[src/hw/rtl/cls_pkg.sv]
// cls_pkg: types and constants shared by the clipped line stepper.
// Holds the line state and point structs and the register index codes.
// No dependencies.
`timescale 1ns / 1ps

package cls_pkg;

    // Function codes of an input transaction
    localparam logic FUNC_LOAD    = 1'b0;
    localparam logic FUNC_ADVANCE = 1'b1;

    // Configuration register indexes
    localparam int unsigned CFG_IDX_W = 2;
    localparam logic [CFG_IDX_W-1:0] CFG_CLIP_LEFT   = 2'd0;
    localparam logic [CFG_IDX_W-1:0] CFG_CLIP_TOP    = 2'd1;
    localparam logic [CFG_IDX_W-1:0] CFG_CLIP_WIDTH  = 2'd2;
    localparam logic [CFG_IDX_W-1:0] CFG_CLIP_HEIGHT = 2'd3;
    localparam int unsigned CFG_DATA_W = 13;

    // Field widths
    localparam int unsigned COORD_W = 16;
    localparam int unsigned ORIGIN_W = 12;
    localparam int unsigned EXTENT_W = 13;
    localparam int unsigned PIXEL_W = 13;
    localparam int unsigned COLOR_W = 32;
    localparam int unsigned ERR_W = 18;

    // Register reset values
    localparam logic [EXTENT_W-1:0] CLIP_EXTENT_RST = 13'd4096;

    // Bresenham state of the line being drawn
    typedef struct packed {
        logic signed [COORD_W-1:0] cur_x;
        logic signed [COORD_W-1:0] cur_y;
        logic signed [COORD_W-1:0] end_x;
        logic signed [COORD_W-1:0] end_y;
        logic                      dir_x;   // 1 = stepping negative
        logic                      dir_y;
        logic [COORD_W-1:0]        span_x;
        logic [COORD_W-1:0]        span_y;
        logic signed [ERR_W-1:0]   err;
    } t_line_state;

    // Clipping window
    typedef struct packed {
        logic [ORIGIN_W-1:0] left;
        logic [ORIGIN_W-1:0] top;
        logic [EXTENT_W-1:0] width;
        logic [EXTENT_W-1:0] height;
    } t_clip;

    // One produced point, colour excepted
    typedef struct packed {
        logic [PIXEL_W-1:0] pixel_x;
        logic [PIXEL_W-1:0] pixel_y;
        logic               visible;
        logic               last;
    } t_point;

endpackage

[src/hw/rtl/cls_if.sv]
// cls_if: valid/ready channel interfaces of the clipped line stepper.
// Input, result and configuration write channels. Depends on cls_pkg.
`timescale 1ns / 1ps

interface cls_in_if;
    logic                                 valid;
    logic                                 ready;
    logic                                 func;
    logic signed [cls_pkg::COORD_W-1:0]   start_x;
    logic signed [cls_pkg::COORD_W-1:0]   start_y;
    logic signed [cls_pkg::COORD_W-1:0]   finish_x;
    logic signed [cls_pkg::COORD_W-1:0]   finish_y;
    logic [cls_pkg::COLOR_W-1:0]          color_in;

    modport source (output valid, func, start_x, start_y, finish_x, finish_y, color_in,
                    input ready);
    modport sink   (input valid, func, start_x, start_y, finish_x, finish_y, color_in,
                    output ready);
endinterface

interface cls_out_if;
    logic                          valid;
    logic                          ready;
    logic [cls_pkg::PIXEL_W-1:0]   pixel_x;
    logic [cls_pkg::PIXEL_W-1:0]   pixel_y;
    logic [cls_pkg::COLOR_W-1:0]   color_out;
    logic                          visible;
    logic                          last;

    modport source (output valid, pixel_x, pixel_y, color_out, visible, last, input ready);
    modport sink   (input valid, pixel_x, pixel_y, color_out, visible, last, output ready);
endinterface

interface cls_cfg_if;
    logic                             valid;
    logic                             ready;
    logic [cls_pkg::CFG_IDX_W-1:0]    index;
    logic [cls_pkg::CFG_DATA_W-1:0]   data;

    modport source (output valid, index, data, input ready);
    modport sink   (input valid, index, data, output ready);
endinterface

[src/hw/rtl/cls_point_eval.sv]
// cls_point_eval: clips the current point and computes the next Bresenham step.
// Purely combinational. Depends on cls_pkg.
`timescale 1ns / 1ps

module cls_point_eval #(
    parameter int unsigned MAX_POINTS = 8192,
    parameter int unsigned CNT_W      = 14
) (
    input  cls_pkg::t_line_state i_state,
    input  logic [CNT_W-1:0]     i_count,
    input  cls_pkg::t_clip       i_clip,
    output cls_pkg::t_point      o_point,
    output cls_pkg::t_line_state o_next
);

    localparam int unsigned CW = cls_pkg::COORD_W;
    localparam int unsigned EW = cls_pkg::ERR_W;

    logic                  vis;
    logic                  at_end;
    logic signed [EW:0]    e2;
    logic signed [EW:0]    span_x_w;
    logic signed [EW:0]    span_y_w;
    logic                  step_x;
    logic                  step_y;
    logic signed [EW-1:0]  err_x;

    // Window test: non-negative and below the extent
    always_comb begin
        vis = !i_state.cur_x[CW-1] && !i_state.cur_y[CW-1]
              && ({1'b0, i_state.cur_x[CW-2:0]} < {3'b000, i_clip.width})
              && ({1'b0, i_state.cur_y[CW-2:0]} < {3'b000, i_clip.height});
        at_end = (i_state.cur_x == i_state.end_x) && (i_state.cur_y == i_state.end_y);
    end

    // Point out, coordinates wrap at 13 bits
    always_comb begin
        o_point.visible = vis;
        o_point.last    = at_end || (i_count == CNT_W'(MAX_POINTS - 1));
        o_point.pixel_x = '0;
        o_point.pixel_y = '0;
        if (vis) begin
            o_point.pixel_x = {1'b0, i_clip.left} + i_state.cur_x[cls_pkg::PIXEL_W-1:0];
            o_point.pixel_y = {1'b0, i_clip.top} + i_state.cur_y[cls_pkg::PIXEL_W-1:0];
        end
    end

    // Error step: e2 = 2*err against -span_y and span_x
    always_comb begin
        e2       = {i_state.err, 1'b0};
        span_x_w = $signed({3'b000, i_state.span_x});
        span_y_w = $signed({3'b000, i_state.span_y});
        step_x   = e2 > -span_y_w;
        step_y   = e2 < span_x_w;
        o_next   = i_state;
        err_x    = i_state.err;
        if (step_x) begin
            err_x        = i_state.err - $signed({2'b00, i_state.span_y});
            o_next.cur_x = i_state.dir_x ? i_state.cur_x - 16'sd1 : i_state.cur_x + 16'sd1;
        end
        o_next.err = err_x;
        if (step_y) begin
            o_next.err   = err_x + $signed({2'b00, i_state.span_x});
            o_next.cur_y = i_state.dir_y ? i_state.cur_y - 16'sd1 : i_state.cur_y + 16'sd1;
        end
    end

endmodule

[src/hw/rtl/clipped_line_stepper.sv]
// clipped_line_stepper: Bresenham line stepper with window clipping, top level.
// Depends on cls_pkg, cls_if (channel interfaces) and cls_point_eval.
//
// Usage:
//   i_in carries transactions with func = load or advance. A load takes the
//   window-relative endpoints and colour, sets up the line and gives no result.
//   Each advance while a line is running gives one point on o_out: absolute
//   screen coordinates (window origin added, zero when hidden), the visible
//   flag, the colour, and last on the endpoint or the MAX_POINTS-th point,
//   after which the block is idle. An advance while idle is consumed silently.
//   i_cfg writes the clip window registers (left, top, width, height); it is
//   always ready and should be used only while no line output is pending.
// Timing:
//   A result appears in the output register in the cycle after its advance
//   is accepted. One transaction per cycle is sustained while o_out.ready
//   is high; the line state registers and cls_point_eval form the step loop.
// Reset and stall:
//   Synchronous reset clears the line to idle and the window to 0/0/4096/4096.
//   While a result waits in the output register and o_out.ready is low,
//   i_in.ready is low; it is high whenever the output register is empty or
//   being drained in the same cycle.
`timescale 1ns / 1ps

module clipped_line_stepper #(
    parameter int unsigned MAX_POINTS = 8192
) (
    input  logic          i_clk,
    input  logic          i_rst_n,
    cls_in_if.sink        i_in,
    cls_out_if.source     o_out,
    cls_cfg_if.sink       i_cfg
);

    localparam int unsigned CNT_W = $clog2(MAX_POINTS + 1);
    localparam int unsigned CW    = cls_pkg::COORD_W;

    cls_pkg::t_clip        r_clip;
    cls_pkg::t_line_state  r_state;
    cls_pkg::t_line_state  n_state;
    cls_pkg::t_line_state  load_state;
    cls_pkg::t_point       point;
    logic [CNT_W-1:0]      r_count;
    logic                  r_busy;
    logic [cls_pkg::COLOR_W-1:0] r_color;

    logic                  r_out_valid;
    cls_pkg::t_point       r_out_point;
    logic [cls_pkg::COLOR_W-1:0] r_out_color;

    logic                  in_fire;
    logic                  adv_fire;
    logic signed [CW:0]    dx;
    logic signed [CW:0]    dy;
    logic [CW:0]           abs_x;
    logic [CW:0]           abs_y;

    // Handshakes
    assign i_cfg.ready = 1'b1;
    assign i_in.ready  = !r_out_valid || o_out.ready;
    assign in_fire     = i_in.valid && i_in.ready;
    assign adv_fire    = in_fire && (i_in.func == cls_pkg::FUNC_ADVANCE) && r_busy;

    // Line setup from a load transaction
    always_comb begin
        dx    = $signed({i_in.finish_x[CW-1], i_in.finish_x})
                - $signed({i_in.start_x[CW-1], i_in.start_x});
        dy    = $signed({i_in.finish_y[CW-1], i_in.finish_y})
                - $signed({i_in.start_y[CW-1], i_in.start_y});
        abs_x = dx[CW] ? CW'(0) - dx : dx;
        abs_y = dy[CW] ? CW'(0) - dy : dy;
        load_state.cur_x  = i_in.start_x;
        load_state.cur_y  = i_in.start_y;
        load_state.end_x  = i_in.finish_x;
        load_state.end_y  = i_in.finish_y;
        load_state.dir_x  = dx[CW];
        load_state.dir_y  = dy[CW];
        load_state.span_x = abs_x[CW-1:0];
        load_state.span_y = abs_y[CW-1:0];
        load_state.err    = $signed({2'b00, abs_x[CW-1:0]}) - $signed({2'b00, abs_y[CW-1:0]});
    end

    // Clip and step of the current point
    cls_point_eval #(
        .MAX_POINTS (MAX_POINTS),
        .CNT_W      (CNT_W)
    ) u_eval (
        .i_state (r_state),
        .i_count (r_count),
        .i_clip  (r_clip),
        .o_point (point),
        .o_next  (n_state)
    );

    // Window registers
    always_ff @(posedge i_clk) begin
        if (!i_rst_n) begin
            r_clip.left   <= '0;
            r_clip.top    <= '0;
            r_clip.width  <= cls_pkg::CLIP_EXTENT_RST;
            r_clip.height <= cls_pkg::CLIP_EXTENT_RST;
        end else if (i_cfg.valid && i_cfg.ready) begin
            unique case (i_cfg.index)
                cls_pkg::CFG_CLIP_LEFT:   r_clip.left   <= i_cfg.data[cls_pkg::ORIGIN_W-1:0];
                cls_pkg::CFG_CLIP_TOP:    r_clip.top    <= i_cfg.data[cls_pkg::ORIGIN_W-1:0];
                cls_pkg::CFG_CLIP_WIDTH:  r_clip.width  <= i_cfg.data;
                cls_pkg::CFG_CLIP_HEIGHT: r_clip.height <= i_cfg.data;
                default: ;
            endcase
        end
    end

    // Line state
    always_ff @(posedge i_clk) begin
        if (!i_rst_n) begin
            r_state <= '0;
            r_count <= '0;
            r_busy  <= 1'b0;
            r_color <= '0;
        end else if (in_fire && (i_in.func == cls_pkg::FUNC_LOAD)) begin
            r_state <= load_state;
            r_count <= '0;
            r_busy  <= 1'b1;
            r_color <= i_in.color_in;
        end else if (adv_fire) begin
            r_count <= r_count + CNT_W'(1);
            if (point.last) begin
                r_busy <= 1'b0;
            end else begin
                r_state <= n_state;
            end
        end
    end

    // Output register
    always_ff @(posedge i_clk) begin
        if (!i_rst_n) begin
            r_out_valid <= 1'b0;
        end else if (adv_fire) begin
            r_out_valid <= 1'b1;
        end else if (o_out.ready) begin
            r_out_valid <= 1'b0;
        end
    end

    always_ff @(posedge i_clk) begin
        if (adv_fire) begin
            r_out_point <= point;
            r_out_color <= r_color;
        end
    end

    assign o_out.valid     = r_out_valid;
    assign o_out.pixel_x   = r_out_point.pixel_x;
    assign o_out.pixel_y   = r_out_point.pixel_y;
    assign o_out.visible   = r_out_point.visible;
    assign o_out.last      = r_out_point.last;
    assign o_out.color_out = r_out_color;

endmodule

[src/flat_wrapper.sv]
// flat-port wrapper written by rule: the top's interface ports become plain ports
module clipped_line_stepper_flat 
#(
    parameter int unsigned MAX_POINTS = 8192
)
  (i_clk, i_rst_n, i_in_valid, i_in_func, i_in_start_x, i_in_start_y, i_in_finish_x, i_in_finish_y, i_in_color_in, i_in_ready, o_out_valid, o_out_pixel_x, o_out_pixel_y, o_out_color_out, o_out_visible, o_out_last, o_out_ready, i_cfg_valid, i_cfg_index, i_cfg_data, i_cfg_ready);
  cls_in_if i_in_i ();
  cls_out_if o_out_i ();
  cls_cfg_if i_cfg_i ();
  input  logic i_clk;
  input  logic i_rst_n;
  input wire logic [$bits(i_in_i.valid)-1:0] i_in_valid;
  input wire logic [$bits(i_in_i.func)-1:0] i_in_func;
  input wire logic [$bits(i_in_i.start_x)-1:0] i_in_start_x;
  input wire logic [$bits(i_in_i.start_y)-1:0] i_in_start_y;
  input wire logic [$bits(i_in_i.finish_x)-1:0] i_in_finish_x;
  input wire logic [$bits(i_in_i.finish_y)-1:0] i_in_finish_y;
  input wire logic [$bits(i_in_i.color_in)-1:0] i_in_color_in;
  output wire logic [$bits(i_in_i.ready)-1:0] i_in_ready;
  output wire logic [$bits(o_out_i.valid)-1:0] o_out_valid;
  output wire logic [$bits(o_out_i.pixel_x)-1:0] o_out_pixel_x;
  output wire logic [$bits(o_out_i.pixel_y)-1:0] o_out_pixel_y;
  output wire logic [$bits(o_out_i.color_out)-1:0] o_out_color_out;
  output wire logic [$bits(o_out_i.visible)-1:0] o_out_visible;
  output wire logic [$bits(o_out_i.last)-1:0] o_out_last;
  input wire logic [$bits(o_out_i.ready)-1:0] o_out_ready;
  input wire logic [$bits(i_cfg_i.valid)-1:0] i_cfg_valid;
  input wire logic [$bits(i_cfg_i.index)-1:0] i_cfg_index;
  input wire logic [$bits(i_cfg_i.data)-1:0] i_cfg_data;
  output wire logic [$bits(i_cfg_i.ready)-1:0] i_cfg_ready;
  assign i_in_i.valid = i_in_valid;
  assign i_in_i.func = i_in_func;
  assign i_in_i.start_x = i_in_start_x;
  assign i_in_i.start_y = i_in_start_y;
  assign i_in_i.finish_x = i_in_finish_x;
  assign i_in_i.finish_y = i_in_finish_y;
  assign i_in_i.color_in = i_in_color_in;
  assign i_in_ready = i_in_i.ready;
  assign o_out_valid = o_out_i.valid;
  assign o_out_pixel_x = o_out_i.pixel_x;
  assign o_out_pixel_y = o_out_i.pixel_y;
  assign o_out_color_out = o_out_i.color_out;
  assign o_out_visible = o_out_i.visible;
  assign o_out_last = o_out_i.last;
  assign o_out_i.ready = o_out_ready;
  assign i_cfg_i.valid = i_cfg_valid;
  assign i_cfg_i.index = i_cfg_index;
  assign i_cfg_i.data = i_cfg_data;
  assign i_cfg_ready = i_cfg_i.ready;
  clipped_line_stepper #(.MAX_POINTS(MAX_POINTS)) u_core (.i_clk(i_clk), .i_rst_n(i_rst_n), .i_in(i_in_i), .o_out(o_out_i), .i_cfg(i_cfg_i));
endmodule
[config.mk]
export PLATFORM = sky130hd
export DESIGN_NAME = clipped_line_stepper_flat
export DESIGN_NICKNAME = d
export VERILOG_FILES = /design/src/hw/rtl/cls_pkg.sv /design/src/hw/rtl/cls_if.sv /design/src/hw/rtl/cls_point_eval.sv /design/src/hw/rtl/clipped_line_stepper.sv /design/src/flat_wrapper.sv
export SDC_FILE = /design/constraint.sdc
export NUM_CORES = 1
export LEC_CHECK = 0
export BUFFER_PORTS_ARGS = -buffer_cell sky130_fd_sc_hd__clkbuf_2
export CAP_MARGIN = 5
export CELL_PAD_IN_SITES_DETAIL_PLACEMENT = 1
export CELL_PAD_IN_SITES_GLOBAL_PLACEMENT = 1
export CORE_MARGIN = 2
export CORE_UTILIZATION = 25
export DETAILED_ROUTE_END_ITERATION = 7
export GPL_TIMING_DRIVEN = 1
export PLACE_DENSITY_LB_ADDON = 0.2
export REMOVE_ABC_BUFFERS = 1
export SETUP_SLACK_MARGIN = 0.05
export SYNTH_ARGS = -nofsm -noshare
export SYNTH_HDL_FRONTEND = slang
export SYNTH_SLANG_ARGS = --single-unit
[constraint.sdc]
create_clock -name i_clk -period 7.6 [get_ports i_clk]
set_input_delay 0 -clock i_clk [delete_from_list [all_inputs] [get_ports i_clk]]
set_output_delay 0 -clock i_clk [all_outputs]
set_load 0.005 [all_outputs]
Word level (Yosys, flattened, before mapping). Index checks and enable logic that the tools add are counted.

Flip-flop bits (word level): 274. Word-level logic and storage cells: 94.

$add $sub $neg: 15. Magnitude comparators: 4. Reduce and logical (&&, ||, !) cells: 28. Multiplexer cells: 16. Bitwise gates (word level): 2. Eq/ne operators: 7.

Operator list (number): 2-to-1 mux 116 bit (3); 2-to-1 mux 16 bit (6); subtractor 16 x 16 -> 17 bit (3); 2-to-1 mux 18 bit (2); adder 16 x 2 -> 16 bit (second input constant) (2); equality test 16 bit (2); subtractor 1 x 16 -> 16 bit (first input constant) (2); subtractor 16 x 2 -> 16 bit (second input constant) (2); < comparator 15 x 13 -> 1 bit (2); adder 12 x 13 -> 13 bit (2); greater-than comparator 19 bit (1); < comparator 19 x 17 -> 1 bit (1); negation 16 -> 19 bit (1); adder 18 x 17 -> 18 bit (1); subtractor 18 x 17 -> 18 bit (1); adder 14 x 1 -> 14 bit (second input constant) (1); equality test 14 x 13 -> 1 bit (second input constant) (1); AND reduction 2 bit (6); nonzero test 2 bit (5); logical AND 1 bit (8); AND reduction 3 bit (2); 2-to-1 mux 1 bit (5); equality test 2 bit (second input constant) (2); zero test 1 bit (3); other kinds (6) (8).

Longest topological paths before layout. Gate-level depths: netlist of run 1.

Word-level depth: 8. Gate-level depth with buffers: 29.

Hierarchy. From an unflattened synthesis of run 1, not the netlist that was laid out.

Cells, all modules: 2411. Area total of the unflattened synthesis: 20722.4 um^2.

By module, submodules not included: clipped_line_stepper (times used 1, cells an instance 1428, seq. area each 6085.8 um^2, area an instance 13699.4 um^2); cls_point_eval (times used 1, cells an instance 983, seq. area each 0.0 um^2, area an instance 7023.0 um^2).

Worst setup path after synthesis of run 1. OpenSTA, ideal clock, no wires.

Kind: flip-flop to flip-flop. Start: register u_core.r_state[20] (netlist name). End: register u_core.r_state[16] (netlist name). Setup time: 0.122 ns. Buffers on the path: 1. Slack: 1.549 ns. Arrival: 5.928 ns. Stages on the path, launching flop included: 27. Data required time: 7.478 ns. Cell sequence: dfxtp_1 > nor4_1 > nand2_1 > or4_1 > inv_1 > nand4_1 > xnor2_1 > ha_1 > nand4_1 > nor4_1 > o21ai_0 > a32o_1 > mux2i_1 > nor2_1 > buf_2 > mux2_2 > fa_1 > a21o_1 > a21oi_1 > nor2b_1 > o21a_1 > o41ai_1 > o211ai_1 > o311ai_0 > o31ai_1 > xnor2_1 > o2bb2ai_1.

Word-level cells in the longest chain between the ends: 8. Elaborated cells between the ends (all ways): 9. Classes of those cells: add/sub (3); order compare (1); mux (5).

RTL lines: start: declaration (RTL line clipped_line_stepper.sv:38) `cls_pkg::t_line_state r_state;`; start signal: assignment (RTL line clipped_line_stepper.sv:120) `r_state <= load_state;`; start signal: assignment (RTL line clipped_line_stepper.sv:129) `r_state <= n_state;`; negation 16 -> 19 bit (RTL line cls_point_eval.sv:53) `step_x = e2 > -span_y_w;`; greater-than comparator 19 bit (RTL line cls_point_eval.sv:53); 2-to-1 mux 18 bit * (RTL line cls_point_eval.sv:57) `if (step_x) begin`; adder 18 x 17 -> 18 bit (RTL line cls_point_eval.sv:63) `o_next.err = err_x + $signed({2'b00, i_state.span_x});`; 2-to-1 mux 18 bit * (RTL line cls_point_eval.sv:62) `if (step_y) begin`; 2-to-1 mux 116 bit * (RTL line clipped_line_stepper.sv:126) `if (point.last) begin`; 2-to-1 mux 116 bit * (RTL line clipped_line_stepper.sv:124) `end else if (adv_fire) begin`; 2-to-1 mux 116 bit * (RTL line clipped_line_stepper.sv:119) `end else if (in_fire && (i_in.func == cls_pkg::FUNC_LOAD)) begin`.

Every way passes the cells marked *; elsewhere a longest branch is shown, timed or not. The select of a mux whose other input is x is not followed. A chain may end at the register's enable or synchronous reset.

Final worst setup path of run 1. Ends and elaborated chain as after synthesis.

==> results.toml, run 1 <==
[worst_setup_path]
critPathSlowestCell = "nor4_1"
worstSetupPathType = "reg2reg"
rr_worst_depth = 28
cpPeakStageDelay_ns = 0.47
cp_common_cell = "nor4_1"
cp_data_arrival_time_ns = 7.02
worst_setup_path_end_kind = "flip-flop"
critPathMaxFanout = 10
cp.required_ns = 8.04
worstSetupStartpointType = "flip-flop"

[synthesis]
avgSynthCellArea_um2 = 8.38
synth_cell_type_count = 78
yosysWarnings = 0
yosysTopAreaCell = "dfxtp_1"
async_flop_share_pct = 0
synth_flop_cell = "dfxtp_1"
ys_top_cells_by_area = "dfxtp_1 (23%), ha_1 (13%), edfxtp_1 (9.6%)"
synth-seq-cells = 274
syn_area_um2 = 18700
syn_inst = 2230
synth-seq-area-share_pct = 32.6
synth_top_area_share_pct = 22.9
synth_edf_count = 60

[floorplan]
io_pins = 180
die-area_um2 = 76900
coreArea_um2 = 74200
rows = 100
start_util_pct = 25.2
die_h_um = 277
die-width_um = 277

[detailed_routing]
vias_per_cell = 4.89
dr.pass1.iters = 5
drtIter0Drc = 802
vias = 17200
drc = 0
wl_um = 67300
ant_nets = 0
wire_per_inst_um = 19.1

[cts]
clock_sinks = 274
clk_latency_ns = 0.56
cts_resized = 0
cts_buffers = 37
clock_path_buffers = 3
cts_tree = "done"
h-tree-depth = 2
holdBufCountCts = 138
cts_root_buf = "clkbuf_16"
clkSlewWorstSetupHoldPaths_ns = 0.06
cts_setup_buffers = 0

[placed_design]
hpwl_um = 50800
gp_congestion = 0.817
io_buffers = 178

[grt]
grt_pass1_wl_um = 105000
antenna_found_initial = 4
grt_max_degree = 112
grt.overflow.total = 0
grt_usage_pct = 17.4
grt_pass1_vias = 18000

[sta]
finalCritPeriodShare_pct = 86.6
setup_tns_ns = 0
worstMarginPinSlew_ns = 1.12
setup_violations = 0
min_period_ns = 6.58
finalMaxSlewViolations = 0
relSlewSlack_pct = 25.2
timing.fmax_ghz = 0.152
rsz0062_at_grt = "false"
hold_violations = 0
finClkSkew_ns = 0.0235

[finish]
drive_gt1_share_pct = 11.3
syn_to_final_growth_pct = 24.5
final_common_cell = "nand2_1"
nNetsFinal = 2841
mostFrequentLayoutCells = "nand2_1 (273), a21oi_1 (234), dfxtp_1 (214), ha_1 (193), clkbuf_2 (178)"

[flow_run]
maxCapViolations = 0

[outcome]
outcome = "complete, no violations"

[hold_path]
hold_class = "in2reg"
hold_depth = 4

[power_and_ir_drop]
p_per_area_nw_per_um2 = 276
finalPower_mw = 6.41
ir_drop_v = 0.000134
leakagePower_nw = 9.72
==> routing by layer <==
layer	global-route usage [%]	wire length [um]	up-vias	share of wire (%)
met4	4.97	1780	4	2.7
met3	2.36	2680	91	4.0
met2	28.3	30000	295	45
met5	0	27	-	0.040
met1	23.9	32800	8323	49
li1	-	-	8493	-
==> metrics by stage <==
stage / util [%] / setup WS (ns) / instance area [um^2] / hold slack [ns] / instances
after global placement: 27.8 / 1.14 / 20600 / 0.224 / 3314
after CTS: 31.3 / 0.979 / 23300 / 0.000853 / 3519
after global routing: 31.3 / 0.359 / 23300 / 0.0456 / 3520
after detailed placement: 27.8 / 0.996 / 20600 / 0.232 / 3314
after floorplan: - / 1.13 / 18400 / 0.0889 / 2151
final: 31.3 / 1.02 / 23300 / 0.0118 / 3520
==> final timing paths <==
check	start	end	slack, ns
max	u_core.r_state[20]$_SDFFE_PN0P_	u_core.r_state[16]$_SDFFE_PN0P_	1.02
min reg2reg	u_core.r_color[30]$_SDFFE_PN0P_	u_core.o_out.color_out[30]$_DFFE_PP_	0.43
max reg2reg	u_core.r_state[20]$_SDFFE_PN0P_	u_core.r_state[16]$_SDFFE_PN0P_	1.02
min	i_in_func	u_core.r_color[4]$_SDFFE_PN0P_	0.01
==> cell usage after synthesis, types with 9 or more instances <==
library cell  count
ha_1            193
edfxtp_1         60
nand2b_1         16
a211o_1           9
mux2i_1          47
or3_1            18
nand2_1         273
o21a_1           31
and3_1           11
nand4_1          12
inv_1           142
xor2_1           79
fa_1              9
o31ai_1          11
a31oi_1          16
a211oi_1         55
or2_2            11
a21o_1           44
nor2b_1          34
nor3b_1           9
nand3_1          36
a21oi_1         234
and2_1           21
nor3_1           38
o21ai_0         101
xnor2_1         102
o211ai_1         17
nor4_1           21
clkbuf_1         69
nor2_1          169
mux2_2           12
dfxtp_1         214
==> registers in the layout (all words and copies together), names as in the netlist <==
signal,cells
u_core.o_out.color_out,32
u_core.o_out.last,1
u_core.o_out.pixel_x,13
u_core.o_out.pixel_y,13
u_core.o_out.valid,1
u_core.o_out.visible,1
u_core.r_busy,1
u_core.r_clip,50
u_core.r_color,32
u_core.r_count,14
u_core.r_state,116
==> layout make-up <==
type,count,area (um^2)
Clock inverter,21,269
Inverter,144,547
Sequential cell,274,6090
Clock buffer,46,970
Tap cell,969,1210
Antenna cell,1,2.50
Timing Repair Buffer,332,2400
Multi-Input combinational cell,1733,11800
Fill cell,8817,50900
==> cell families (layout without fill, tap and decap cells) <==
| group | after synthesis | after routing | share of synthesized area, % |
|---|---|---|---|
| simple gates | 690 | 690 | 17.1 |
| fa+ha+maj | 202 | 202 | 13.9 |
| buf+inv | 223 | 543 | 4.56 |
| compound gates | 600 | 600 | 20.2 |
| other cells | 1 | 2 | 0.0201 |
| xor+xnor | 181 | 181 | 8.48 |
| flops | 274 | 274 | 32.6 |
| mux | 59 | 59 | 3.24 |
==> critical path: cells and delay by family (launching register included) <==
family          cells  cell delay (ns)
xor+xnor            2             0.24
mux                 2             0.52
simple gates        9             2.04
compound gates     10             1.92
buf+inv             2             0.40
flops               1             0.36
fa+ha+maj           3             0.98
==> report_power, final <==
part	internal (mW)	switching, mW	total, mW
logic	1.18	1.66	2.84
registers	1.58	0.155	1.74
clock network	1.11	0.722	1.84
total	3.88	2.53	6.41
Power figures use the tool's default switching activity.
==> run 2: changes to the inputs <==
- SYNTH_HIERARCHICAL: unset -> 1
==> results.toml, run 2 <==
[synthesis]
synth-seq-area-share_pct = 29.4
yosysWarnings = 6
yosys.area_share.adder_pct = 12.3
synth_cell_type_count = 117
synth-seq-cells = 274
synth_flop_cell = "dfxtp_1"
synth_simple_gate_area_share_pct = 17.3
ys_top_cells_by_area = "dfxtp_1 (21%), ha_1 (11%), edfxtp_1 (8.7%)"
synth.area.mux_share_pct = 3.30
synthMostInstantiatedCell = "nand2_1"
synth_edf_count = 60
synthXorXnorAreaFrac_pct = 8.05
synth_top_family_by_area = "compound AO/OA/AOI/OAI gates"
syn_area_um2 = 20700
syn_inst = 2411
yosys-top-cells-count = "nand2_1 (285), dfxtp_1 (214), ha_1 (188)"
avgSynthCellArea_um2 = 8.59
async_flop_share_pct = 0
yosysTopAreaCell = "dfxtp_1"
synth_top_area_share_pct = 20.7
synth-compound-area-share_pct = 22.6

[worst_setup_path]
crit_family = "compound AO/OA/AOI/OAI gates"
rr_worst_depth = 27
ff2ff_setup_slack_ns = 0.65
worstSetupStartpointType = "flip-flop"
cp_common_cell = "nand2_1"
worst_setup_path_end_kind = "flip-flop"
cp_data_arrival_time_ns = 7.39
timing.rr.end = "u_core/r_state[15]$_SDFFE_PN0P_"
r2r-start = "u_core/r_state[22]$_SDFFE_PN0P_"
critPathMaxFanout = 36
cpPeakStageDelay_ns = 0.52
critPathSlowestCell = "nor4_1"
worstSetupPathType = "reg2reg"
cp.required_ns = 8.04
cp_num_buf_inv = 1

[sta]
hold_violations = 0
fin_ws_ns = 0.654
setup_tns_ns = 0
rsz0062_at_grt = "false"
finalCritPeriodShare_pct = 91.4
worstMarginPinSlew_ns = 1.10
relSlewSlack_pct = 26.0
timing.fmax_ghz = 0.144
finalMaxSlewViolations = 0
finClkSkew_ns = 0.0142
min_period_ns = 6.95
setup_violations = 0

[finish]
final_common_cell = "nand2_1"
largest_reg_flops = 116
drive_gt1_share_pct = 13.2
largest_register = "u_core/r_state"
syn_to_final_growth_pct = 19.0
largest_registers = "u_core/r_state x116, u_core/r_clip x50"
mostFrequentLayoutCells = "nand2_1 (285), dfxtp_1 (214), ha_1 (188), clkbuf_2 (177), nor2_1 (156)"
nNetsFinal = 2911
fill_cells = 9660
n_antenna_cell = 0

[detailed_routing]
ant_nets = 0
wl_um = 73400
vias = 18100
drc = 0
wire_per_inst_um = 19.8
drtIter0Drc = 850
vias_per_cell = 4.90
dr.pass1.iters = 8

[grt]
grt_max_degree = 126
grt_pass1_vias = 18700
grt_pass1_wl_um = 113000
grt_usage_pct = 16.8
antenna_found_initial = 1
grt.overflow.total = 0

[power_and_ir_drop]
power_frac_seq_pct = 25.9
clkPwrFrac_pct = 28.1
p_sw_mw = 2.74
p_per_area_nw_per_um2 = 273
netSwitchingFraction_pct = 40.6
p_comb_share_pct = 46.0
ir_drop_v = 0.000135
finalPower_mw = 6.74
leakagePower_nw = 10.7
internal-power_mw = 4.00

[floorplan]
coreArea_um2 = 82100
die_h_um = 292
io_pins = 180
die-area_um2 = 85200
die-width_um = 292
rows = 105
start_util_pct = 25.2

[placed_design]
hpwl_um = 54900
io_buffers = 178
dpl_worst_slack_ns = 0.682
gp_congestion = 0.823

[hold_path]
hold_path.startpoint = "i_in_func"
hold_class = "in2reg"
hold_end = "u_core/o_out.valid$_SDFFE_PN0P_"
hold_depth = 3

[cts]
h-tree-depth = 2
clkSlewWorstSetupHoldPaths_ns = 0.06
clock_path_buffers = 3
clock_sinks = 274
cts_buffers = 38
cts_tree = "done"
clk_latency_ns = 0.56
cts_root_buf = "clkbuf_16"
cts_resized = 0

[flow_run]
maxCapViolations = 0

[outcome]
outcome = "complete, no violations"
[run 2: worst max path at each step]
stage | start | end | slack (ns) | cells past startpoint
after global routing | u_core/r_state[23]$_SDFFE_PN0P_ | u_core/r_state[15]$_SDFFE_PN0P_ | 0.14 | 27
after global placement | u_core/r_state[22]$_SDFFE_PN0P_ | u_core/r_state[15]$_SDFFE_PN0P_ | 0.86 | 27
after floorplan | u_core/r_state[22]$_SDFFE_PN0P_ | u_core/r_state[15]$_SDFFE_PN0P_ | -0.24 | 27
after CTS | u_core/r_state[22]$_SDFFE_PN0P_ | u_core/r_state[15]$_SDFFE_PN0P_ | 0.66 | 27
after detailed placement | u_core/r_state[22]$_SDFFE_PN0P_ | u_core/r_state[15]$_SDFFE_PN0P_ | 0.68 | 27
final | u_core/r_state[22]$_SDFFE_PN0P_ | u_core/r_state[15]$_SDFFE_PN0P_ | 0.65 | 27
[run 2: routing by layer]
metal / share of wire [%] / global-route usage (%)
met5: 0 / 0
met4: 1.5 / 3.24
met3: 2.9 / 1.74
met2: 47 / 28.8
met1: 48 / 22.9
[run 2: area by class of cell]
class                           count  area, um^2  share of cell area [%]
Clock inverter                     24         270                    1.10
Clock buffer                       46        1020                    4.15
Tap cell                         1070        1340                    5.43
Inverter                          147         553                    2.24
Timing Repair Buffer              306        2140                    8.66
Multi-Input combinational cell   1830       13300                    53.7
Sequential cell                   274        6090                    24.7
[run 2: logic make-up after synthesis]
| kind of cell | count (synthesis) |
|---|---|
| simple gates | 750 |
| mux | 67 |
| flops | 274 |
| compound gates | 629 |
| other cells | 1 |
| fa+ha+maj | 199 |
| xor+xnor | 184 |
| buf+inv | 307 |
[run 2: what timing repair did]
action	CTS	global route
endpoints found under the hold margin	147	0
hold buffers	111	0
setup buffers	0	0
endpoints found under the setup margin	0	0
[run 2: power groups by stage]
stage / clock network [mW] / registers [mW] / logic, mW
finish: 1.89 / 1.75 / 3.10
floorplan: 0 / 1.70 / 2.21
CTS: 1.95 / 1.75 / 3.12
global placement: 0 / 1.78 / 2.98
global route: 2.00 / 1.76 / 3.45
detailed placement: 0 / 1.78 / 3.05
[run 2: metrics by stage]
| stage | cell area, um^2 | hold slack (ns) | util, % | std cells |
|---|---|---|---|---|
| after detailed placement | 22300 | 0.247 | 27.1 | 3516 |
| final | 24700 | 0.0345 | 30.0 | 3697 |
| after global routing | 24700 | 0.0586 | 30.0 | 3697 |
| after global placement | 22300 | 0.245 | 27.1 | 3516 |
| after floorplan | 19800 | 0.0718 | - | 2251 |
| after CTS | 24700 | 0.0145 | 30.0 | 3697 |
[run 2: tightest hold or removal path, stage by stage]
cell and delay [ns]:
clkbuf_2 0.12, nand3_1 0.28, a21boi_0 0.14
==> run 3: changes to the inputs <==
- clock period: 7.6 -> 8.2 ns (I/O delays scaled with it)
==> results.toml, run 3 (synthesis results as in run 2) <==
[outcome]
outcome = "finished, violations left"
violations = "DRC"

[detailed_routing]
drc = 11
wire_per_inst_um = 19.9
drtIter0Drc = 858
vias = 18200
ant_nets = 0
vias_per_cell = 4.93
dr.pass1.iters = 8
wl_um = 73400

[grt]
grt_max_degree = 112
grt.overflow.total = 0
antenna_found_initial = 4
grt_usage_pct = 16.9
grt_pass1_wl_um = 112000
grt_pass1_vias = 18900

[cts]
clk_latency_ns = 0.56
h-tree-depth = 2
cts_buffers = 38
cts_root_buf = "clkbuf_16"
clock_path_buffers = 3
cts_setup_buffers = 0
cts_resized = 0
clkSlewWorstSetupHoldPaths_ns = 0.06
cts_tree = "done"
clock_sinks = 274

[worst_setup_path]
cp_common_cell = "nand2_1"
critPathSlowestCell = "nor4_1"
worstSetupPathType = "reg2reg"
crit_family = "simple AND/OR/NAND/NOR gates"
cp.required_ns = 8.63
ff2ff_setup_slack_ns = 0.87
worst_setup_path_end_kind = "flip-flop"
cp_num_buf_inv = 2
worstSetupStartpointType = "flip-flop"
cp_data_arrival_time_ns = 7.75
critPathMaxFanout = 37
cpPeakStageDelay_ns = 0.61

[sta]
relSlewSlack_pct = 31.4
finalCritPeriodShare_pct = 89.3
setup_tns_ns = 0
fin_ws_ns = 0.874
setup_violations = 0
hold_violations = 0
finClkSkew_ns = 0.0215
finalMaxSlewViolations = 0
worstMarginPinSlew_ns = 1.02
rsz0062_at_grt = "false"
timing.fmax_ghz = 0.137
min_period_ns = 7.33

[finish]
mostFrequentLayoutCells = "nand2_1 (285), dfxtp_1 (214), ha_1 (188), clkbuf_2 (177), nor2_1 (156)"
multi_input_area_um2 = 13300
final_common_cell = "nand2_1"
largest_reg_flops = 116
post-route-util_pct = 29.9
postLayoutCellArea_um2 = 24600
fill_cells = 9564
largest_registers = "u_core/r_state x116, u_core/r_clip x50"
drive_gt1_share_pct = 13.0
nNetsFinal = 2908
largest_register = "u_core/r_state"
syn_to_final_growth_pct = 18.6
seqCellArea_um2 = 6090

[floorplan]
rows = 105
die_h_um = 292
start_util_pct = 25.2
io_pins = 180
coreArea_um2 = 82100
die-area_um2 = 85200
die-width_um = 292

[placed_design]
io_buffers = 178
dpl_worst_slack_ns = 0.927
place_area_um2 = 22200
gp_congestion = 0.793
hpwl_um = 54700

[power_and_ir_drop]
finalPower_mw = 6.16
clkPwrFrac_pct = 27.1
p_per_area_nw_per_um2 = 251
ir_drop_v = 0.000127
leakagePower_nw = 10.7
netSwitchingFraction_pct = 40.9
p_sw_mw = 2.52
internal-power_mw = 3.64
p_comb_share_pct = 46.6
power_frac_seq_pct = 26.2

[flow_run]
maxCapViolations = 0

[hold_path]
hold_class = "in2reg"
-- run 3: cell types whose count changed in the layout (fill, tap and decap cells not counted) --
cell	before	now
clkinv_2	9	5
buf_4	17	15
bufinv_16	5	1
diode_2	0	1
clkinv_1	5	2
inv_4	2	0
clkbuf_8	2	9
clkinvlp_4	1	0
nand2b_1	25	24
dlygate4sd3_1	111	110
clkbuf_1	5	11
nand2b_2	0	1
-- run 3: per-stage QoR --
| step | std cells | hold WS, ns |
|---|---|---|
| 2_1_floorplan | 2251 | 0.0718 |
| 3_3_place_gp | 3514 | 0.245 |
| 3_5_place_dp | 3514 | 0.255 |
| 4_1_cts | 3693 | 0.0194 |
| 5_1_grt | 3693 | 0.0442 |
| 6_report | 3694 | 0.0331 |
-- run 3: timing repair --
action                                  4_1_cts  5_1_grt
endpoints found under the setup margin        0        0
hold buffers                                110        0
hold endpoints to repair                    147        0
-- run 3: worst reg2reg max path: cells and delay by family (launching register included) --
kind / cells / cell delay (ns)
flip-flops: 1 / 0.35
AO/OA/AOI/OAI: 10 / 2.53
XOR/XNOR: 1 / 0.15
AND/OR/NAND/NOR: 12 / 2.54
multiplexers: 2 / 0.53
buffers and inverters: 2 / 0.51
adder cells (fa/ha/maj): 2 / 0.60
-- run 3: layout make-up --
class                   count  area share, %
multi-input cells        1830           53.9
repair buffers            303           8.59
flip-flops and latches    274           24.8
inverters                 147           2.25
diodes                      1         0.0102
clock buffers              59           4.64
well taps                1070           5.45
clock inverters            10          0.402
-- run 3: final timing paths --
check	cells after the start	to	from
max	29	u_core/r_state[15]$_SDFFE_PN0P_	u_core/r_state[22]$_SDFFE_PN0P_
min	3	u_core/o_out.valid$_SDFFE_PN0P_	i_in_func
max reg2reg	29	u_core/r_state[15]$_SDFFE_PN0P_	u_core/r_state[22]$_SDFFE_PN0P_
min reg2reg	0	u_core/o_out.color_out[5]$_DFFE_PP_	u_core/r_color[5]$_SDFFE_PN0P_
-- run 3: power by group through the flow --
| stage | logic, mW | clock network, mW | registers (mW) |
|---|---|---|---|
| floorplan | 2.05 | 0 | 1.58 |
| global placement | 2.76 | 0 | 1.65 |
| detailed placement | 2.84 | 0 | 1.65 |
| CTS | 2.90 | 1.74 | 1.62 |
| global route | 3.20 | 1.79 | 1.63 |
| finish | 2.87 | 1.67 | 1.62 |
-- run 3: per-layer routing --
metal / track usage, % / wire length, um
met4: 4.71 / 1890
met5: 0 / 13
met3: 2.20 / 2550
met2: 28.9 / 34500
met1: 22.1 / 34500
